File: src/hdl/assert_macros.svh
// ----------------------------------------------------------------------------
// Assertion macros
// Concurrent assertion shorthands, clocked on clk_i and disabled in reset.
// ----------------------------------------------------------------------------
`ifndef ASSERT_MACROS_SVH
`define ASSERT_MACROS_SVH
`ifndef ASSERT_OFF
`define ASSERT_CHECK(lbl, prop, msg) \
  lbl: assert property (@(posedge clk_i) disable iff (!rst_ni) (prop)) else $error(msg);
`define ASSERT_NEVER(lbl, expr, msg) \
  lbl: assert property (@(posedge clk_i) disable iff (!rst_ni) !(expr)) else $error(msg);
`else
`define ASSERT_CHECK(lbl, prop, msg)
`define ASSERT_NEVER(lbl, expr, msg)
`endif
`endif

File: src/hdl/tio_pkg.sv
// ----------------------------------------------------------------------------
// Tick I/O controller package
// Sizes, command codes and word types shared by the controller and its channels.
// ----------------------------------------------------------------------------
package tio_pkg;

  localparam int LED_COUNT    = 12;
  localparam int BLANK_SWEEPS = 6;
  localparam int PULSE_COUNT  = 8;

  localparam int LED_AW   = (LED_COUNT > 1) ? $clog2(LED_COUNT) : 1;
  localparam int BLANK_W  = (BLANK_SWEEPS > 1) ? $clog2(BLANK_SWEEPS) : 1;
  localparam int PULSE_AW = (PULSE_COUNT > 1) ? $clog2(PULSE_COUNT) : 1;

  localparam logic [3:0]  DAC_CMD_CH0 = 4'h3;
  localparam logic [3:0]  DAC_CMD_CH1 = 4'hB;
  localparam logic [11:0] DAC_MID     = 12'd2048;
  localparam logic [7:0]  COUNT_HOLD  = 8'hFF;

  typedef enum logic [1:0] {
    FUNC_TICK  = 2'd0,
    FUNC_LED   = 2'd1,
    FUNC_PULSE = 2'd2,
    FUNC_CV    = 2'd3
  } func_e;

  typedef struct packed {
    func_e       func;
    logic [3:0]  index;
    logic [7:0]  on_time;
    logic [7:0]  off_time;
    logic [11:0] value;
  } cmd_t;

  typedef struct packed {
    logic [11:0] led_lines;
    logic [7:0]  pulse_lines;
    logic        dac_word_valid;
    logic [15:0] dac_word;
  } res_t;

  // One blink table entry.
  typedef struct packed {
    logic [7:0] on_left;
    logic [7:0] off_left;
    logic [7:0] on_reload;
    logic [7:0] off_reload;
  } led_entry_t;

endpackage

File: src/hdl/tio_cmd_if.sv
// ----------------------------------------------------------------------------
// Command channel
// Carries one command word per valid/ready handshake.
// ----------------------------------------------------------------------------
interface tio_cmd_if;
  import tio_pkg::*;

  logic valid;
  logic ready;
  cmd_t data;

  modport source (output valid, output data, input ready);
  modport sink (input valid, input data, output ready);
endinterface

File: src/hdl/tio_res_if.sv
// ----------------------------------------------------------------------------
// Result channel
// Carries one result word per valid/ready handshake.
// ----------------------------------------------------------------------------
interface tio_res_if;
  import tio_pkg::*;

  logic valid;
  logic ready;
  res_t data;

  modport source (output valid, output data, input ready);
  modport sink (input valid, input data, output ready);
endinterface

File: src/hdl/tio_cfg_if.sv
// ----------------------------------------------------------------------------
// Configuration channel
// Writes the force-zero mode register.
// ----------------------------------------------------------------------------
interface tio_cfg_if;
  logic valid;
  logic ready;
  logic force_zero_mode;

  modport source (output valid, output force_zero_mode, input ready);
  modport sink (input valid, input force_zero_mode, output ready);
endinterface

File: src/hdl/tick_io_controller.sv
// ----------------------------------------------------------------------------
// Tick I/O controller
// Tick-driven LED blink, pulse output and DAC update controller.
// ----------------------------------------------------------------------------
// The block takes one command word per clock cycle unless the work stage is
// stalled, and returns exactly one result word for each, through the work
// stage and an output register so that a stalled result does not block the
// next command. The LED blink table is a memory of LED_COUNT entries: a tick
// reads the entry under the LED cursor when it is accepted and writes it back
// when the work stage advances, with a bypass from the last write, so ticks
// run back to back. Entries carry valid bits cleared by reset, so no clearing
// pass is needed. Pulse counters and both DAC channels are kept in registers.
`include "assert_macros.svh"

module tick_io_controller (
  input  logic       clk_i,
  input  logic       rst_ni,
  tio_cmd_if.sink    cmd_i,
  tio_res_if.source  res_o,
  tio_cfg_if.sink    cfg_i
);
  import tio_pkg::*;

  // Accept side.
  logic               cmd_fire;
  logic               force_zero_q;
  logic [1:0]         phase_q;
  logic [LED_AW-1:0]  cursor_q;
  logic [BLANK_W-1:0] blank_sweep_q;

  // Work stage.
  logic               b_valid_q;
  logic               b_adv;
  cmd_t               b_cmd_q;
  logic [1:0]         b_phase_q;
  logic [LED_AW-1:0]  b_cursor_q;
  logic [BLANK_W-1:0] b_blank_q;

  // Blink table memory and its bypass.
  led_entry_t         led_mem [LED_COUNT];
  led_entry_t         led_rdata_q;
  logic [LED_COUNT-1:0] led_valid_q;
  logic               mem_we;
  logic [LED_AW-1:0]  mem_waddr;
  led_entry_t         mem_wdata;
  logic               fwd_valid_q;
  logic [LED_AW-1:0]  fwd_addr_q;
  led_entry_t         fwd_data_q;
  led_entry_t         ent_rd;

  // Architectural state.
  logic [LED_COUNT-1:0]   led_drive_q, led_drive_d;
  logic [PULSE_COUNT-1:0] pulse_drive_q, pulse_drive_d;
  logic [PULSE_COUNT-1:0][7:0] pulse_left_q, pulse_left_d;
  logic [1:0][11:0]       dac_sent_q, dac_sent_d;
  logic [1:0][11:0]       dac_target_q, dac_target_d;

  // Output register.
  logic out_valid_q;
  res_t out_q;
  res_t res_d;

  assign cfg_i.ready = 1'b1;

  assign b_adv       = b_valid_q && (!out_valid_q || res_o.ready);
  assign cmd_i.ready = !b_valid_q || b_adv;
  assign cmd_fire    = cmd_i.valid && cmd_i.ready;

  assign res_o.valid = out_valid_q;
  assign res_o.data  = out_q;

  always_ff @(posedge clk_i or negedge rst_ni) begin
    if (!rst_ni) begin
      force_zero_q <= 1'b0;
    end else if (cfg_i.valid) begin
      force_zero_q <= cfg_i.force_zero_mode;
    end
  end

  // Tick phase, LED cursor and blank sweep depend only on the order of ticks,
  // so they advance at acceptance and travel with the word.
  always_ff @(posedge clk_i or negedge rst_ni) begin
    if (!rst_ni) begin
      phase_q       <= '0;
      cursor_q      <= '0;
      blank_sweep_q <= '0;
    end else if (cmd_fire && cmd_i.data.func == FUNC_TICK) begin
      phase_q <= phase_q + 2'd1;
      if (cursor_q == LED_AW'(LED_COUNT - 1)) begin
        cursor_q <= '0;
        if (blank_sweep_q == BLANK_W'(BLANK_SWEEPS - 1)) begin
          blank_sweep_q <= '0;
        end else begin
          blank_sweep_q <= blank_sweep_q + BLANK_W'(1);
        end
      end else begin
        cursor_q <= cursor_q + LED_AW'(1);
      end
    end
  end

  always_ff @(posedge clk_i or negedge rst_ni) begin
    if (!rst_ni) begin
      b_valid_q <= 1'b0;
    end else if (cmd_fire) begin
      b_valid_q <= 1'b1;
    end else if (b_adv) begin
      b_valid_q <= 1'b0;
    end
  end

  always_ff @(posedge clk_i) begin
    if (cmd_fire) begin
      b_cmd_q    <= cmd_i.data;
      b_phase_q  <= phase_q;
      b_cursor_q <= cursor_q;
      b_blank_q  <= blank_sweep_q;
    end
  end

  // Blink table: read on tick acceptance, written back from the work stage.
  always_ff @(posedge clk_i) begin
    if (mem_we) begin
      led_mem[mem_waddr] <= mem_wdata;
    end
    if (cmd_fire && cmd_i.data.func == FUNC_TICK) begin
      led_rdata_q <= led_mem[cursor_q];
    end
  end

  always_ff @(posedge clk_i or negedge rst_ni) begin
    if (!rst_ni) begin
      led_valid_q <= '0;
      fwd_valid_q <= 1'b0;
    end else if (mem_we) begin
      led_valid_q[mem_waddr] <= 1'b1;
      fwd_valid_q            <= 1'b1;
    end
  end

  always_ff @(posedge clk_i) begin
    if (mem_we) begin
      fwd_addr_q <= mem_waddr;
      fwd_data_q <= mem_wdata;
    end
  end

  // A write in the same cycle as the read is not seen by the memory, so the
  // last write is bypassed. An entry never written reads as zero.
  always_comb begin
    if (fwd_valid_q && fwd_addr_q == b_cursor_q) begin
      ent_rd = fwd_data_q;
    end else if (led_valid_q[b_cursor_q]) begin
      ent_rd = led_rdata_q;
    end else begin
      ent_rd = '0;
    end
  end

  always_comb begin
    logic              ch;
    logic [3:0]        nib;
    led_entry_t        ent_nx;
    logic [PULSE_AW-1:0] pidx;

    ch     = b_phase_q[0];
    nib    = ch ? DAC_CMD_CH1 : DAC_CMD_CH0;
    ent_nx = ent_rd;
    pidx   = b_cmd_q.index[PULSE_AW-1:0];

    led_drive_d   = led_drive_q;
    pulse_drive_d = pulse_drive_q;
    pulse_left_d  = pulse_left_q;
    dac_sent_d    = dac_sent_q;
    dac_target_d  = dac_target_q;
    res_d         = '0;
    mem_we        = 1'b0;
    mem_waddr     = b_cursor_q;
    mem_wdata     = ent_rd;

    unique case (b_cmd_q.func)
      FUNC_TICK: begin
        if (force_zero_q) begin
          dac_target_d[ch]     = '0;
          dac_sent_d[ch]       = '0;
          res_d.dac_word_valid = 1'b1;
          res_d.dac_word       = {nib, 12'd0};
        end else if (dac_sent_q[ch] != dac_target_q[ch]) begin
          dac_sent_d[ch]       = dac_target_q[ch];
          res_d.dac_word_valid = 1'b1;
          res_d.dac_word       = {nib, dac_target_q[ch]};
        end

        if (b_blank_q == '0) begin
          if (ent_rd.on_left != 8'd0) begin
            led_drive_d[b_cursor_q] = 1'b1;
            if (ent_rd.on_left != COUNT_HOLD) begin
              ent_nx.on_left = ent_rd.on_left - 8'd1;
            end
          end else begin
            led_drive_d[b_cursor_q] = 1'b0;
            if (ent_rd.off_left != 8'd0) begin
              ent_nx.off_left = ent_rd.off_left - 8'd1;
              // The off phase has run out: the blink cycle starts over.
              if (ent_rd.off_left == 8'd1) begin
                ent_nx.on_left  = ent_rd.on_reload;
                ent_nx.off_left = ent_rd.off_reload;
              end
            end
          end
          mem_we    = b_adv;
          mem_wdata = ent_nx;
        end else begin
          led_drive_d[b_cursor_q] = 1'b0;
        end

        if (b_phase_q == 2'd0) begin
          for (int i = 0; i < PULSE_COUNT; i++) begin
            if (pulse_left_q[i] != 8'd0) begin
              pulse_drive_d[i] = 1'b1;
              if (pulse_left_q[i] != COUNT_HOLD) begin
                pulse_left_d[i] = pulse_left_q[i] - 8'd1;
              end
            end else begin
              pulse_drive_d[i] = 1'b0;
            end
          end
        end
      end
      FUNC_LED: begin
        if (int'(b_cmd_q.index) < LED_COUNT) begin
          mem_we    = b_adv;
          mem_waddr = b_cmd_q.index[LED_AW-1:0];
          mem_wdata = '{on_left:    b_cmd_q.on_time,
                        off_left:   b_cmd_q.off_time,
                        on_reload:  b_cmd_q.on_time,
                        off_reload: b_cmd_q.off_time};
        end
      end
      FUNC_PULSE: begin
        if (int'(b_cmd_q.index) < PULSE_COUNT) begin
          pulse_left_d[pidx] = (b_cmd_q.value > 12'd255) ? COUNT_HOLD : b_cmd_q.value[7:0];
          // Triggers go high at once; the gates wait for the next pulse service.
          if (int'(b_cmd_q.index) >= 2 && pulse_left_d[pidx] != 8'd0) begin
            pulse_drive_d[pidx] = 1'b1;
          end
        end
      end
      FUNC_CV: begin
        if (int'(b_cmd_q.index) < 2) begin
          dac_target_d[b_cmd_q.index[0]] = b_cmd_q.value;
        end
      end
      default: begin
      end
    endcase

    res_d.led_lines   = 12'(led_drive_d);
    res_d.pulse_lines = 8'(pulse_drive_d);
  end

  always_ff @(posedge clk_i or negedge rst_ni) begin
    if (!rst_ni) begin
      led_drive_q   <= '0;
      pulse_drive_q <= '0;
      pulse_left_q  <= '0;
      dac_sent_q    <= '0;
      dac_target_q  <= {DAC_MID, DAC_MID};
    end else if (b_adv) begin
      led_drive_q   <= led_drive_d;
      pulse_drive_q <= pulse_drive_d;
      pulse_left_q  <= pulse_left_d;
      dac_sent_q    <= dac_sent_d;
      dac_target_q  <= dac_target_d;
    end
  end

  always_ff @(posedge clk_i or negedge rst_ni) begin
    if (!rst_ni) begin
      out_valid_q <= 1'b0;
    end else if (b_adv) begin
      out_valid_q <= 1'b1;
    end else if (res_o.ready) begin
      out_valid_q <= 1'b0;
    end
  end

  always_ff @(posedge clk_i) begin
    if (b_adv) begin
      out_q <= res_d;
    end
  end

  `ASSERT_CHECK(a_stall_blocks_input, b_valid_q && !b_adv |-> !cmd_i.ready, "input taken while work stage stalls")
  `ASSERT_CHECK(a_force_sends_word, b_adv && b_cmd_q.func == FUNC_TICK && force_zero_q |=> out_valid_q && out_q.dac_word_valid, "force mode tick sent no DAC word")
  `ASSERT_CHECK(a_cursor_wrap, cmd_fire && cmd_i.data.func == FUNC_TICK && cursor_q == LED_AW'(LED_COUNT - 1) |=> cursor_q == '0, "LED cursor did not wrap")
  `ASSERT_NEVER(a_blank_range, int'(blank_sweep_q) >= BLANK_SWEEPS, "blank sweep counter out of range")

endmodule
File: src/flat_wrapper.sv
// flat-port wrapper written by rule: the top's interface ports become plain ports
module tick_io_controller_flat import tio_pkg::*;
  (clk_i, rst_ni, cmd_i_valid, cmd_i_data, cmd_i_ready, res_o_valid, res_o_data, res_o_ready, cfg_i_valid, cfg_i_force_zero_mode, cfg_i_ready);
  tio_cmd_if cmd_i_i ();
  tio_res_if res_o_i ();
  tio_cfg_if cfg_i_i ();
  input  logic clk_i;
  input  logic rst_ni;
  input wire logic [$bits(cmd_i_i.valid)-1:0] cmd_i_valid;
  input wire logic [$bits(cmd_i_i.data)-1:0] cmd_i_data;
  output wire logic [$bits(cmd_i_i.ready)-1:0] cmd_i_ready;
  output wire logic [$bits(res_o_i.valid)-1:0] res_o_valid;
  output wire logic [$bits(res_o_i.data)-1:0] res_o_data;
  input wire logic [$bits(res_o_i.ready)-1:0] res_o_ready;
  input wire logic [$bits(cfg_i_i.valid)-1:0] cfg_i_valid;
  input wire logic [$bits(cfg_i_i.force_zero_mode)-1:0] cfg_i_force_zero_mode;
  output wire logic [$bits(cfg_i_i.ready)-1:0] cfg_i_ready;
  assign cmd_i_i.valid = cmd_i_valid;
  assign cmd_i_i.data = cmd_i_data;
  assign cmd_i_ready = cmd_i_i.ready;
  assign res_o_valid = res_o_i.valid;
  assign res_o_data = res_o_i.data;
  assign res_o_i.ready = res_o_ready;
  assign cfg_i_i.valid = cfg_i_valid;
  assign cfg_i_i.force_zero_mode = cfg_i_force_zero_mode;
  assign cfg_i_ready = cfg_i_i.ready;
  tick_io_controller u_core (.clk_i(clk_i), .rst_ni(rst_ni), .cmd_i(cmd_i_i), .res_o(res_o_i), .cfg_i(cfg_i_i));
endmodule
File: config.mk
export PLATFORM = sky130hd
export DESIGN_NAME = tick_io_controller_flat
export DESIGN_NICKNAME = d
export VERILOG_FILES = /design/src/hdl/tio_pkg.sv /design/src/hdl/tio_cmd_if.sv /design/src/hdl/tio_res_if.sv /design/src/hdl/tio_cfg_if.sv /design/src/hdl/tick_io_controller.sv /design/src/flat_wrapper.sv
export VERILOG_INCLUDE_DIRS = /design/src /design/src/hdl
export SDC_FILE = /design/constraint.sdc
export NUM_CORES = 1
export LEC_CHECK = 0
export ABC_AREA = 1
export BUFFER_PORTS_ARGS = -buffer_cell sky130_fd_sc_hd__clkbuf_2
export CAP_MARGIN = 20
export CORE_MARGIN = 2
export CORE_UTILIZATION = 45
export CTS_BUF_LIST = sky130_fd_sc_hd__clkbuf_8
export CTS_CLUSTER_DIAMETER = 80
export DETAILED_ROUTE_END_ITERATION = 16
export SYNTH_ARGS = -nofsm -noshare
export SYNTH_HDL_FRONTEND = slang
export SYNTH_SLANG_ARGS = --single-unit
export TNS_END_PERCENT = 5
File: constraint.sdc
create_clock -name clk_i -period 6.21 [get_ports clk_i]
set_input_delay 0.3105 -clock clk_i [delete_from_list [all_inputs] [get_ports clk_i]]
set_output_delay 0.3105 -clock clk_i [all_outputs]
set_load 0.05 [all_outputs]
**After elaboration in Yosys (flattened, before gate mapping)**

Memories as Yosys holds them, arrays and structs flattened. A register that Yosys moved wholly into a read port is not among the register bits.
Cells that the tools add are included.

- Equality and inequality tests: 37
- Reduce and logical (&&, ||, !) cells: 46
- $add $sub $neg: 13
- Mux-type cells: 89
- $lt $le $gt $ge: 15
- Bitwise logic cells: 10

Operators with widths:

| kind | count |
|---|---|
| 8-bit two-way mux | 25 |
| 32-bit two-way mux | 4 |
| 64-bit two-way mux | 2 |
| 64-bit one-hot mux with 2 select lines | 1 |
| 12-bit two-way mux | 9 |
| 24-bit two-way mux | 4 |
| 8-bit nonzero test | 11 |
| 8-bit by 1-bit subtractor with 8-bit output, second input constant | 10 |
| 8-bit inequality test, second input constant | 9 |
| 64-bit bitwise mux | 1 |
| 32-bit one-hot mux with 2 select lines | 1 |
| 24-bit AND | 2 |
| 24-bit bitwise mux | 2 |
| 24-bit one-hot mux with 2 select lines | 1 |
| 6-bit AND reduction | 8 |
| 2-bit by 1-bit inequality test with 1-bit output, second input constant | 20 |
| 17-bit two-way mux | 2 |
| 16-bit two-way mux | 2 |
| 8-bit binary-select mux with 3-bit select | 1 |
| 12-bit demux with 1-bit select | 2 |
| 8-bit demux with 3-bit select | 1 |
| 24-bit NOT | 1 |
| 12-bit bitwise OR | 2 |
| 1-bit two-way mux | 20 |
| other kinds (41) | 69 |

- Logic and storage cells: 251
- Register bits: 273
- Memory bits (writable): 384
- Memories: 1
- Output and inout port bits: 40

Memory list:

| memory | words | bits a word | read ports | clocked after Yosys merged registers in | wr ports | RTL line | source |
|---|---|---|---|---|---|---|---|
| u_core.led_mem | 12 | 32 | 1 | 1 | 1 | tick_io_controller.sv:40 | `led_entry_t led_mem [LED_COUNT];` |

**Longest topological paths before layout**

Gate-level depths: netlist (run 1).

- Depth after elaboration: 12
- Gate-level depth with buffers: 24
- Mapped depth without buffers: 21

**Least setup slack after synthesis (run 1)**

Ideal clock, no wire load.

- Kind: flip-flop to flip-flop
- Start point: register u_core.b_cmd_q[33] (netlist name)
- End point: memory u_core.led_mem[10][0] (netlist name), enable pin
- Clock period less this slack: 5.500 ns
- Path buffers: 1
- Arrival: 5.078 ns
- Slack: 0.710 ns
- Setup time: 0.422 ns
- Stages on the path, launching flop included: 10
- Cells stage by stage: edfxtp_1 inv_1 ha_1 clkbuf_1 inv_1 nor2_1 nor2_1 a21oi_1 nand3_1 nor2_1

- Longest elaborated chain between the ends: 4
- Elaborated cells between the ends (all ways): 6
- Those cells by class: eq/ne (1); mux (4); reduce/logical (1)

Ends and longest elaborated chain:

| what | RTL line | source |
|---|---|---|
| start, declared | tick_io_controller.sv:34 | `cmd_t b_cmd_q;` |
| start signal, assigned | tick_io_controller.sv:114 | `b_cmd_q <= cmd_i.data;` |
| 2-bit by 1-bit == test with 1-bit output / 2-bit logical NOT (equally long branches) | tick_io_controller.sv:181 | `unique case (b_cmd_q.func)` |
| 1-bit one-hot mux with 2 select lines * | tick_io_controller.sv:181 |  |
| net u_core.mem_we | tick_io_controller.sv:43 | `logic mem_we;` |
| 1-bit two-way mux * | tick_io_controller.sv:123 | `if (mem_we) begin` |
| 1-bit two-way mux (implied by the code) * | tick_io_controller.sv:124 | `led_mem[mem_waddr] <= mem_wdata;` |
| end, declared | tick_io_controller.sv:40 |  |

Mark *: on every way through the listed nets, which the timed path passes. The rest lies on a longest branch.

**Worst setup path in the final report (run 1)**

- Start point: register u_core.b_cmd_q[33] (netlist name)
- End point: memory u_core.led_mem[1][24] (netlist name), enable pin

The elaborated chain is that of the path after synthesis.

==> results.toml, run 1 <==
[status]
outcome = "complete, no violations"

[global_routing]
antenna_found_initial = 4
met2_usage_pct = 38.2
grt_max_degree = 112
met3_usage_pct = 4.03
grt_pass1_vias = 22600
grt_pass1_wl_mm = 131
grt.met1_usage_pct = 32.7
grt_overflow = 0
busiest_layer = "met2"
grt_usage_pct = 23.6

[cts]
clockRootBuffer = "clkbuf_8"
clock_sinks = 686
htreeDepth = 3
numCtsBuffers = 112
clk_path_buf_depth = 3
cts_resized = 0
cts_tree = "done"
worstSkewPairLatency_ns = 0.74
path_clk_slew_ns = 0.07
post_cts_buffers = 0

[place]
place_congestion = 0.903
hpwl_mm = 50.0
io_buffers = 77

[synthesis]
ys_warn_count = 0
muxShareOfSynthArea_pct = 0
synthSimpleGateAreaFrac_pct = 14.8
synth_top_family_by_area = "simple AND/OR/NAND/NOR gates"
syn_inst = 3094
synth_compound_area_share_pct = 14.4
netlist-cell-type-count = 52
synthAdderAreaFrac_pct = 1.28
syn_area_um2 = 31400
synth.avg_cell_area_um2 = 10.1
synthXorXnorAreaFrac_pct = 0.922
syn-num-nets = 3166
ys_seq_area_share_pct = 63.2
synth_seq_cells = 686

[power]
p_total_uw = 15200
vdd_drop_max_mv = 0.249
powerDensity_nw_per_um2 = 431
power_leakage_uw = 0.0136

[sta]
fmax_ghz = 0.229
setup_viol = 0
relSlewSlack_pct = 22.6
rsz0062_at_grt = "false"
finalCriticalPeriod_ns = 4.36
period_share_pct = 70.2
tightest_slew_ns = 1.16
clock_skew_ns = 0.0447
tns_ns = 0
slew_violations = 0
hold_viol_final = 0
holdWs_ns = 0.256

[floorplan]
core_um2 = 68800
row_count = 96
chipHeight_um = 268
start_util_pct = 45.6
io_pins = 80
die_width_um = 268
dieArea_um2 = 71800

[detailed_routing]
routedWlPerCell_um = 20.0
routed_wl_mm = 85.0
dr_total_vias = 23500
route.detailed.drc = 0
drtIter0Drc = 2418
vias_per_cell = 5.54
final_antenna_net_count = 0
dr.pass1.iters = 6

[run]
maxCapViolations = 0

[critical_path]
required_ns = 6.59
worstPathArrival_ns = 4.74
worst_setup_path_end_kind = "register"
critPathKind = "reg -> reg"
worstPathMaxFanout = 22
start_kind = "register"

[final_layout]
drive_above_1_share_pct = 10.9
syn_to_final_growth_pct = 12.4
final_nets = 3285
mostFrequentLayoutCells = "529 x edfxtp_1, 499 x nand2_1, 469 x o21ai_0"
nFillCells = 6153
final_common_cell = "edfxtp_1"
seqCellArea_um2 = 19800
multi_input_area_um2 = 9990

[worst_hold_path]
hold_class = "in -> async"
-- registers in the layout (all words and copies together) (netlist names) --
name                  cells
u_core.b_cursor_q         4
u_core.pulse_drive_q      8
u_core.led_valid_q       12
u_core.led_drive_q       12
u_core.fwd_data_q        32
u_core.b_cmd_q           34
u_core.led_rdata_q       32
u_core.led_mem          384
u_core.b_valid_q          1
u_core.phase_q            2
u_core.dac_target_q      24
u_core.force_zero_q       1
u_core.pulse_left_q      64
u_core.blank_sweep_q      3
u_core.b_phase_q          2
u_core.res_o.valid        1
u_core.cursor_q           4
u_core.fwd_addr_q         4
u_core.dac_sent_q        24
u_core.b_blank_q          3
u_core.res_o.data        34
u_core.fwd_valid_q        1
-- stage by stage --
stage | setup slack, ns | instances | cell area [um^2] | util [%]
after CTS | 1.85 | 4234 | 35200 | 51.1
after global placement | 1.79 | 3980 | 32600 | 47.4
after detailed placement | 1.89 | 3985 | 32700 | 47.5
final | 1.85 | 4242 | 35300 | 51.2
after global routing | 1.48 | 4242 | 35300 | 51.2
after floorplan | 0.710 | 3094 | 31400 | -
-- cell usage after synthesis, drive strengths merged --
| cell | count | share of area (%) |
|---|---|---|
| edfxtp | 529 | 51 |
| nand2 | 508 | 6.2 |
| o21ai | 484 | 7.7 |
| nor2 | 446 | 5.5 |
| inv | 253 | 3.0 |
| dfrtp | 155 | 12 |
| clkbuf | 123 | 1.5 |
| nand3 | 117 | 1.9 |
| a21oi | 90 | 1.5 |
| o22ai | 66 | 1.3 |
| buf | 38 | 0.77 |
| o211ai | 38 | 0.91 |
| ha | 32 | 1.3 |
| a31oi | 30 | 0.65 |
| xor2 | 24 | 0.67 |
| a211oi | 22 | 0.53 |
| nand4 | 20 | 0.45 |
| nor3 | 17 | 0.29 |
| a21boi | 16 | 0.38 |
| or2 | 13 | 0.26 |
| o221a | 12 | 0.43 |
| xnor2 | 9 | 0.25 |
| o21a | 7 | 0.17 |
| a22oi | 6 | 0.14 |
| o41ai | 6 | 0.17 |
| a32o | 5 | 0.16 |
| nor4 | 5 | 0.15 |
| a32oi | 4 | 0.11 |
| o221ai | 4 | 0.11 |
| a22o | 3 | 0.084 |
| clkinv | 3 | 0.036 |
| conb | 2 | 0.024 |
| dfstp | 2 | 0.17 |
| nand3b | 2 | 0.048 |
| o311ai | 2 | 0.056 |
| o31ai | 1 | 0.024 |
-- path summary, 6_finish.rpt --
check / start / endpoint / slack [ns] / depth (start not counted)
setup reg to reg: u_core.b_cmd_q[33]$_DFFE_PP_ / u_core.led_mem[1][24]$_DFFE_PP_ / 1.85 / 9
min in group clk_i: cmd_i_data[19] / u_core.b_cmd_q[19]$_DFFE_PP_ / 0.30 / 2
setup / recovery: u_core.b_cmd_q[33]$_DFFE_PP_ / u_core.led_mem[1][24]$_DFFE_PP_ / 1.85 / 9
hold / removal: rst_ni / u_core.dac_sent_q[14]$_DFFE_PN0P_ / 0.26 / 2
hold reg to reg: u_core.blank_sweep_q[2]$_DFFE_PN0P_ / u_core.b_blank_q[2]$_DFFE_PP_ / 0.45 / 0
max in group asynchronous: rst_ni / u_core.pulse_left_q[22]$_DFFE_PN0P_ / 4.45 / 3
-- metal layers --
metal | routed length, um | vias to the layer above
li1 | - | 11000
met1 | 37300 | 11500
met4 | 2070 | 0
met5 | 0 | -
met3 | 6000 | 155
met2 | 39600 | 846
-- critical path: stages, from the launching register on --
cell	delay, ns
edfxtp_1	0.43
inv_1	0.10
ha_1	0.53
inv_1	0.22
nor2_1	0.21
nor2_1	0.12
a21oi_4	0.57
nand3_1	0.47
nor2_4	0.93
buf_4	0.40
-- timing repair --
item	in CTS	in global routing
hold buffers	40	0
hold endpoints to repair	126	0
endpoints found under the setup margin	0	0
-- power breakdown --
part | internal, uW | total (uW) | leakage, uW | switching, uW
clock | 1930 | 3750 | 0.00127 | 1820
sequential | 5890 | 6300 | 0.00688 | 409
combinational | 1530 | 5150 | 0.00546 | 3620
total | 9350 | 15200 | 0.0136 | 5850
-- area by class of cell --
cell class	instances	share of cell area [%]
clock inverter	87	1.28
timing repair buffer	166	3.35
inverter	256	2.73
clock buffer	122	4.76
multi-input combinational	1991	28.3
antenna	3	0.0213
sequential	686	56.2
tap	931	3.30
-- cells by family (layout without fill, tap and decap cells) --
family                   count (synthesis)  count (layout)
XOR/XNOR                                33              33
flip-flops                             686             686
other                                    2               5
adder cells (fa/ha/maj)                 32              32
buffers and inverters                  417             631
AND/OR/NAND/NOR                       1128            1128
AO/OA/AOI/OAI                          796             796
Note: power is estimated with default switching activity, not from simulation.
==> run 2, diff against run 1 <==
==> constraint.sdc (replaced) <==
create_clock -name clk_i -period 4 [get_ports clk_i]
set_input_delay 0.2 -clock clk_i [delete_from_list [all_inputs] [get_ports clk_i]]
set_output_delay 0.2 -clock clk_i [all_outputs]
set_load 0.05 [all_outputs]
==> run 2 against run 1 <==
Net effect: hold slack got worse by 0.10 ns; flip-flop and latch count did not move; critical path depth rose by 9; wire length rose by 4.9%; register-to-register slack got worse by 1.5 ns; sequential power rose by 56%; clock power rose by 55%; first-iteration DRC count barely moved; global-route usage rose by 1.2 points; cell count rose by 1.0%; power rose by 56%; worst setup slack got worse by 1.5 ns; largest power group unchanged.
==> results.toml, run 2 (same netlist as run 1, synthesis figures left out) <==
[status]
outcome = "complete, no violations"

[worst_hold_path]
hold_class = "in -> async"

[final_layout]
final_nets = 3326
largestRegisters = "u_core.led_mem: 384 flops, u_core.pulse_left_q: 64 flops"
seqCellArea_um2 = 19800
final_common_cell = "edfxtp_1"
syn_to_final_growth_pct = 14.0
mostFrequentLayoutCells = "529 x edfxtp_1, 498 x nand2_1, 470 x o21ai_0"
largest_reg_flops = 384
multi_input_area_um2 = 10000
drive_above_1_share_pct = 12.1
utilization_pct = 52.0
nFillCells = 6108
top_register = "u_core.led_mem"

[sta]
finalCriticalPeriod_ns = 3.69
rsz0062_at_grt = "false"
relSlewSlack_pct = 25.2
tns_ns = 0
period_share_pct = 92.2
holdWs_ns = 0.152
tightest_slew_ns = 1.12
setup_ws_ns = 0.310
clock_skew_ns = 0.0445
hold_viol_final = 0
slew_violations = 0
setup_viol = 0
fmax_ghz = 0.271

[cts]
clock_sinks = 686
numCtsBuffers = 113
cts_tree = "done"
clk_path_buf_depth = 3
worstSkewPairLatency_ns = 0.75
path_clk_slew_ns = 0.06
htreeDepth = 3
clockRootBuffer = "clkbuf_8"

[critical_path]
required_ns = 4.47
rr_endpoint = "u_core.led_mem[1][25]$_DFFE_PP_"
worst_setup_path_end_kind = "register"
rrSetupSlack_ns = 0.31
critPathKind = "reg -> reg"
start_kind = "register"
worstPathMaxFanout = 19
worstPathArrival_ns = 4.16
r2r-start = "u_core.b_cursor_q[0]$_DFFE_PP_"
rr_worst_depth = 18

[global_routing]
grt_usage_pct = 24.8
grt_pass1_vias = 22900
antenna_found_initial = 4
grt_pass1_wl_mm = 135
grt_overflow = 0
grt_max_degree = 109

[place]
hpwl_mm = 53.9
io_buffers = 77
dp_slack_ns = 0.357
place_congestion = 0.887

[power]
vdd_drop_max_mv = 0.379
power.switching_uw = 9150
switching_share_pct = 38.5
p_int_uw = 14600
seqPwrFrac_pct = 41.4
clkPwrFrac_pct = 24.4
powerDensity_nw_per_um2 = 665
combPwrFrac_pct = 34.2
power_leakage_uw = 0.0138
p_total_uw = 23800

[floorplan]
dieArea_um2 = 71800
start_util_pct = 45.6
io_pins = 80
row_count = 96
chipHeight_um = 268
core_um2 = 68800
die_width_um = 268

[detailed_routing]
route.detailed.drc = 0
drtIter0Drc = 2420
dr_total_vias = 23800
dr.pass1.iters = 5
routed_wl_mm = 89.2
vias_per_cell = 5.56
final_antenna_net_count = 0
routedWlPerCell_um = 20.8

[run]
maxCapViolations = 0
==> run 2: critical path, cell delays in order (launching register included) <==
cell	delay [ns]
edfxtp_1	0.61
inv_2	0.14
nand2_1	0.09
nand2_1	0.05
nand2_1	0.05
nand2_1	0.06
nand2_1	0.10
nand3_4	0.30
buf_4	0.33
a21oi_2	0.28
ha_1	0.22
nand2_2	0.08
nor2_4	0.35
nand3_1	0.15
nand2_1	0.10
nand2_1	0.07
nand2_1	0.07
nand2_1	0.05
nand2_1	0.33
==> run 2: routing by layer <==
metal / GRT usage, % / up-vias / share of wire, %
met5: 0 / - / 0
met4: 9.38 / 0 / 3.1
met3: 4.52 / 181 / 6.9
met2: 40.1 / 875 / 47
met1: 33.5 / 11700 / 43
li1: - / 11100 / -
==> run 2: stage by stage <==
stage / std cells / area (um^2)
CTS: 4280 / 35700
global placement: 4029 / 33200
detailed placement: 4029 / 33200
finish: 4285 / 35800
floorplan: 3094 / 31400
global route: 4284 / 35800
==> run 2: timing repair <==
| action | CTS | global route |
|---|---|---|
| hold buffers | 40 | 0 |
| buffers inserted | 0 | 0 |
| resized for setup | 0 | 2 |
| endpoints found under the hold margin | 147 | 0 |
| endpoints found under the setup margin | 0 | 52 |
==> run 2: area by class of cell <==
cell class | instances | area share [%]
diodes | 4 | 0.0280
clock buffers | 123 | 4.73
clock inverters | 88 | 1.21
inverters | 256 | 2.69
multi-input cells | 1991 | 28.0
flip-flops and latches | 686 | 55.4
well taps | 931 | 3.26
repair buffers | 206 | 4.68
==> run 2: how the worst max path moves through the flow <==
stage / from / end / depth (start not counted)
2_1_floorplan: u_core.b_cmd_q[33]$_DFFE_PP_ / u_core.led_mem[11][0]$_DFFE_PP_ / 9
3_3_place_gp: u_core.b_cursor_q[0]$_DFFE_PP_ / u_core.led_mem[2][26]$_DFFE_PP_ / 18
3_5_place_dp: u_core.b_cursor_q[0]$_DFFE_PP_ / u_core.led_mem[5][18]$_DFFE_PP_ / 17
4_1_cts: u_core.b_cursor_q[0]$_DFFE_PP_ / u_core.led_mem[0][18]$_DFFE_PP_ / 17
5_1_grt: u_core.b_cursor_q[0]$_DFFE_PP_ / u_core.led_mem[1][22]$_DFFE_PP_ / 17
6_report: u_core.b_cursor_q[0]$_DFFE_PP_ / u_core.led_mem[1][25]$_DFFE_PP_ / 18
==> run 2: power by group through the flow <==
stage / Sequential, uW / Clock [uW] / Combinational (uW)
after floorplan: 9930 / 0 / 5600
after global placement: 9930 / 0 / 7850
after detailed placement: 9950 / 0 / 8000
after CTS: 9830 / 5940 / 8080
after global routing: 9940 / 6250 / 9090
final: 9850 / 5800 / 8120
